## src/geo_grid_nearest_lookup_defines.svh

```systemverilog
// Assertion macros shared by the grid lookup RTL.
`ifndef GEO_GRID_NEAREST_LOOKUP_DEFINES_SVH
`define GEO_GRID_NEAREST_LOOKUP_DEFINES_SVH

// Check a condition at every clock edge out of reset.
`define GGNL_ASSERT_ALWAYS(label, cond, msg) \
  label: assert property (@(posedge clk_i) disable iff (!rst_ni) (cond)) else $error(msg);

// Check a consequence in the same cycle as its trigger.
`define GGNL_ASSERT_IMPL(label, ante, cons, msg) \
  label: assert property (@(posedge clk_i) disable iff (!rst_ni) (ante) |-> (cons)) \
    else $error(msg);

// Check a consequence in the cycle after its trigger.
`define GGNL_ASSERT_NEXT(label, ante, cons, msg) \
  label: assert property (@(posedge clk_i) disable iff (!rst_ni) (ante) |=> (cons)) \
    else $error(msg);

`endif

```

## src/ggnl_ram.sv

```systemverilog
// Generic single-write, single-read RAM with registered read data.
module ggnl_ram #(
  parameter int WIDTH = 8,
  parameter int DEPTH = 16
) (
  input  logic                                       clk_i,
  input  logic                                       wr_en_i,
  input  logic [((DEPTH > 1) ? $clog2(DEPTH) : 1)-1:0] wr_addr_i,
  input  logic [WIDTH-1:0]                           wr_data_i,
  input  logic                                       rd_en_i,
  input  logic [((DEPTH > 1) ? $clog2(DEPTH) : 1)-1:0] rd_addr_i,
  output logic [WIDTH-1:0]                           rd_data_o
);

  logic [WIDTH-1:0] mem_q [DEPTH];
  logic [WIDTH-1:0] rd_data_q;

  // Write port
  always_ff @(posedge clk_i) begin
    if (wr_en_i) begin
      mem_q[wr_addr_i] <= wr_data_i;
    end
  end

  // Read port, hold data when not enabled
  always_ff @(posedge clk_i) begin
    if (rd_en_i) begin
      rd_data_q <= mem_q[rd_addr_i];
    end
  end

  assign rd_data_o = rd_data_q;

endmodule

```

## config.mk

```make
export PLATFORM = sky130hd
export DESIGN_NAME = ggnl_ram
export DESIGN_NICKNAME = d
export VERILOG_FILES = /design/src/geo_grid_nearest_lookup_defines.svh /design/src/ggnl_ram.sv
export SDC_FILE = /design/constraint.sdc
export NUM_CORES = 1
export LEC_CHECK = 0
export BUFFER_PORTS_ARGS = -buffer_cell sky130_fd_sc_hd__buf_2
export CORE_MARGIN = 4
export CORE_UTILIZATION = 44
export DETAILED_ROUTE_END_ITERATION = 10
export SYNTH_ARGS = -nofsm -noshare
export SYNTH_HDL_FRONTEND = slang
export SYNTH_SLANG_ARGS = --single-unit
```

## constraint.sdc

```tcl
create_clock -name clk_i -period 1.7 [get_ports clk_i]
set_input_delay 0.085 -clock clk_i [delete_from_list [all_inputs] [get_ports clk_i]]
set_output_delay 0.085 -clock clk_i [all_outputs]
set_load 0.05 [all_outputs]
```

After elaboration in Yosys (flattened, before gate mapping)
Memories as Yosys holds them, arrays and structs flattened. A register that Yosys moved wholly into a read port is not among the register bits.
Cells that the tools add are included.
{"block": "op_classes", "n_mux": 2}
{"op": "$mux 1", "count": 2}
{"block": "word_totals", "mem_bits_rw": 128, "memories": 1, "in_bits": 19, "reg_bits": 0, "output_inout_bits": 8}
{"name": "mem_q", "depth": 16, "width": 8, "rd": 1, "rd_ports_with_merged_regs": 1, "write_ports": 1, "line": "ggnl_ram.sv:15", "rtl": "logic [WIDTH-1:0] mem_q [DEPTH];"}

Longest topological paths before layout
{"block": "depth", "depth_word": 2, "depth_mapped": 5, "ltp_nobuf": 3}

Worst setup path before layout
Ideal clock, no wire load.
{"block": "synth_path", "path_type": "input to register", "startpoint": "input wr_addr_i[2] (netlist name)", "endpoint": "memory mem_q[0][0] (enable)", "required_time_ns": 1.317, "path_stages": 2, "setup_slack_ns": 0.122, "setup_ns": 0.383, "arrival_time_ns": 1.195, "path_cell_list": "or3b_2 nor3_1"}
{"element": "from (decl)", "line": "ggnl_ram.sv:8", "rtl": "input logic [((DEPTH > 1) ? $clog2(DEPTH) : 1)-1:0] wr_addr_i,"}
{"element": "to (decl)", "line": "ggnl_ram.sv:15"}
No word-level cell before the write port.

==> results_tabular.tex <==
\begin{tabular}{lr}
\hline
Metric & Value \\
\hline
\multicolumn{2}{l}{\textbf{Routing}} \\
Total wire length & 9880 um \\
Via count & 2424 \\
Post-detailed-route DRC marker count & 0 \\
Via-per-instance ratio & $\sim$5.5 \\
Count of antenna-violating nets left after detailed routing & 0 \\
Routed length per placed instance & approximately 22 um \\
Detailed Route Iter0 Violations & about 230 \\
Initial DRT Pass Iterations & 4 \\
\multicolumn{2}{l}{\textbf{Job}} \\
Count of maximum capacitance violations & 0 \\
\multicolumn{2}{l}{\textbf{Worst setup path}} \\
Worst reg2reg path endpoint & rd\_data\_o[2] \\
Crit Path Category & reg -> reg \\
Critical R2R Launch & mem\_q[1][2] \\
Endpoint class of the critical path & register \\
WP data arrival & between 1.5 and 2 ns \\
Startpoint kind of the worst setup timing path & register \\
Cells traversed along the worst timing path & mux4\_1, a22oi\_1, nand2\_1 \\
Number of buffer and inverter stages on the critical path & 0 \\
Crit path max-delay cell type & mux4\_1 \\
Logic depth of the worst path, buffers included & 3 \\
Critical path fanouts, max & 1 \\
Largest delay contributor family on the critical path & multiplexers \\
Register-to-register setup slack & between 0.15 and 0.2 ns \\
Delay contributed by the slowest stage of the critical path & 0.52 ns \\
Worst R2R Path Depth & 3 \\
WP data required & between 1.5 and 2 ns \\
\multicolumn{2}{l}{\textbf{Final layout}} \\
Diode count & 0 \\
Share of post-route cells with drive strength above 1 & 0.323 \\
Most frequent cells in the layout & edfxtp\_1, buf\_2, buf\_4 \\
Most common library cell in the layout ignoring fill and taps & edfxtp\_1 \\
Number of nets in the layout & 307 \\
Area Overhead vs Synth & 18.6\% \\
Layout filler cell count & about 870 \\
\multicolumn{2}{l}{\textbf{Timing}} \\
Minimum hold slack & between 0.05 and 0.06 ns \\
Total negative slack for setup checks & 0 ns \\
Share of the clock period used by the worst path after layout & 0.906 \\
Slew at the pin closest to its max-slew limit & roughly 0.43 ns \\
Worst clock skew on the final layout & between 0.006 and 0.007 ns \\
Time the final worst path needs with I/O delays and setup & around 1.5 ns \\
Final-report hold violation count & 0 \\
Unrepaired setup endpoints after global routing & false \\
Peak clock frequency supported by timing & around 650 MHz \\
Worst slew margin relative to its limit & 0.714 \\
Setup violators final & 0 \\
Final Slew Violations & 0 \\
\multicolumn{2}{l}{\textbf{Logic synthesis}} \\
Number of warnings reported in the yosys synthesis log & 0 \\
Most area-consuming cells after synthesis & edfxtp\_1, mux4\_2, mux4\_1, a22oi\_1, nor2\_1 \\
Post-Syn Area & 5230 um\^{}2 \\
Per-instance average area after synthesis & about 23 um\^{}2 \\
Synth cell types & 18 \\
Cell accounting for the most synthesized area & edfxtp\_1 \\
FF+latch count, synth & between 100 and 150 \\
Net count of the mapped netlist & about 250 \\
Seq/Total Area, Yosys & 0.781 \\
Synthesized instance count & approximately 230 \\
Area share of the leading cell type in the synthesized netlist & 0.781 \\
\multicolumn{2}{l}{\textbf{Clocking}} \\
Clk sinks & about 140 \\
CTS H-Tree Depth & 4 \\
Hold Buf Count CTS & 0 \\
Clock transition at the register clock pins on the worst setup and hold paths after CTS & roughly 0.050 ns \\
Clock Latency Late Sink & 0.41 ns \\
Root Buffer Master & clkbuf\_16 \\
CTS Buf Count & 17 \\
TritonCTS clock tree & built \\
Buffer depth of the longest clock path & 2 \\
Number of gates given a new drive strength after cts & 0 \\
Number of buffers inserted to repair setup after CTS & 0 \\
\multicolumn{2}{l}{\textbf{Outcome}} \\
Outcome & complete, no violations \\
\multicolumn{2}{l}{\textbf{Power}} \\
Max rail drop VDD & 670 uV \\
Power per standard cell area & 1200 nW/um\^{}2 \\
Leakage power of the design & roughly 2.1 nW \\
\multicolumn{2}{l}{\textbf{Hold path}} \\
Worst hold stages & 1 \\
End point of the worst hold path & mem\_q[5][3] \\
Type of the worst min-delay path & in -> reg \\
Hold wc startpoint & wr\_data\_i[3] \\
\multicolumn{2}{l}{\textbf{Die}} \\
Initial standard-cell utilization of the core & 0.454 \\
Die X-Extent & approximately 120 um \\
Die ar. & roughly 14000 um\^{}2 \\
Die Ht & about 120 um \\
Count of pins on the block boundary & 27 \\
Floorplan Core Area & roughly 12000 um\^{}2 \\
Row Count & 39 \\
\multicolumn{2}{l}{\textbf{Global route}} \\
First-pass GRT wire length & approximately 15000 um \\
Pin count of the biggest net entering global routing & 33 \\
Total track usage & 0.160 \\
Grt ovf & 0 \\
Number of antenna violations at the first check in global routing & 0 \\
Number of global-route vias before repair & 2530 \\
\multicolumn{2}{l}{\textbf{Place}} \\
Port Buffers & 26 \\
Weighted congestion reported at the end of routability-driven placement & 0.708 \\
HPWL Detailed & 6600 um \\
\hline
\end{tabular}
worst register-to-register path, stage by stage (launching register included):
cell and delay (ns):
edfxtp_1 0.36, mux4_1 0.52, a22oi_1 0.31, nand2_1 0.10
cells by family after synthesis:
family	synth area share
AO/OA/AOI/OAI	0.0230
buffers and inverters	0.0165
flip-flops	0.781
multiplexers	0.148
AND/OR/NAND/NOR	0.0314
cell type report:
class / count / area (um^2) / area share
clock buffer: 19 / 433 / 0.0698
clock inverter: 12 / 86.3 / 0.0139
multi-input combinational: 83 / 1060 / 0.171
sequential: 136 / 4080 / 0.659
tap: 143 / 179 / 0.0289
timing repair buffer: 50 / 360 / 0.0581
routing by layer:
layer | up-vias | wire length (um) | GRT usage | share of wire
met2 | 75 | 4830 | 0.243 | 0.49
met3 | 9 | 572 | 0.0339 | 0.058
met4 | 0 | 129 | 0.0734 | 0.013
met1 | 1238 | 4350 | 0.224 | 0.44
li1 | 1102 | - | - | -
met5 | - | 0 | 0 | 0
synth_stat cells:
| cell type | count |
|---|---|
| edfxtp_1 | 136 |
| and2b_1 | 1 |
| buf_4 | 1 |
| mux4_1 | 14 |
| buf_2 | 3 |
| nand3_1 | 1 |
| a22oi_1 | 16 |
| clkdlybuf4s25_2 | 3 |
| mux4_2 | 18 |
| nor2_1 | 13 |
| and2_1 | 1 |
| nand2b_1 | 2 |
| nor2b_1 | 1 |
| nor3_1 | 4 |
| nand3b_1 | 2 |
| or3b_2 | 1 |
| buf_6 | 3 |
| nand2_1 | 9 |
registers in the layout (all words and copies together) (netlist names):
signal,cells
mem_q,128
rd_data_o,8
metrics by stage:
stage / total power, mW / instance area (um^2) / utilization / cells / setup slack (ns)
after floorplan: 4.11 / 5230 / - / 229 / 0.122
after CTS: 7.47 / 6200 / 0.538 / 443 / 0.155
after global routing: 7.67 / 6200 / 0.538 / 443 / 0.118
after global placement: 4.28 / 5680 / 0.493 / 412 / 0.00950
final: 7.42 / 6200 / 0.538 / 443 / 0.160
after detailed placement: 4.28 / 5680 / 0.493 / 412 / -0.0139
how the worst max path moves through the flow:
stage                       startpoint           end
after global routing       mem_q[1][0]  rd_data_o[0]
after CTS                  mem_q[1][0]  rd_data_o[0]
after floorplan           wr_addr_i[2]   mem_q[0][0]
after global placement    rd_addr_i[0]  rd_data_o[2]
final                      mem_q[1][2]  rd_data_o[2]
after detailed placement  rd_addr_i[0]  rd_data_o[2]
power by group:
part           leakage, nW  switching [mW]  total (mW)  internal, mW
Clock                0.263            1.24        3.21          1.97
Combinational        0.618           0.250       0.409         0.160
Sequential            1.24          0.0205        3.80          3.78
Power figures use the tool's default switching activity.
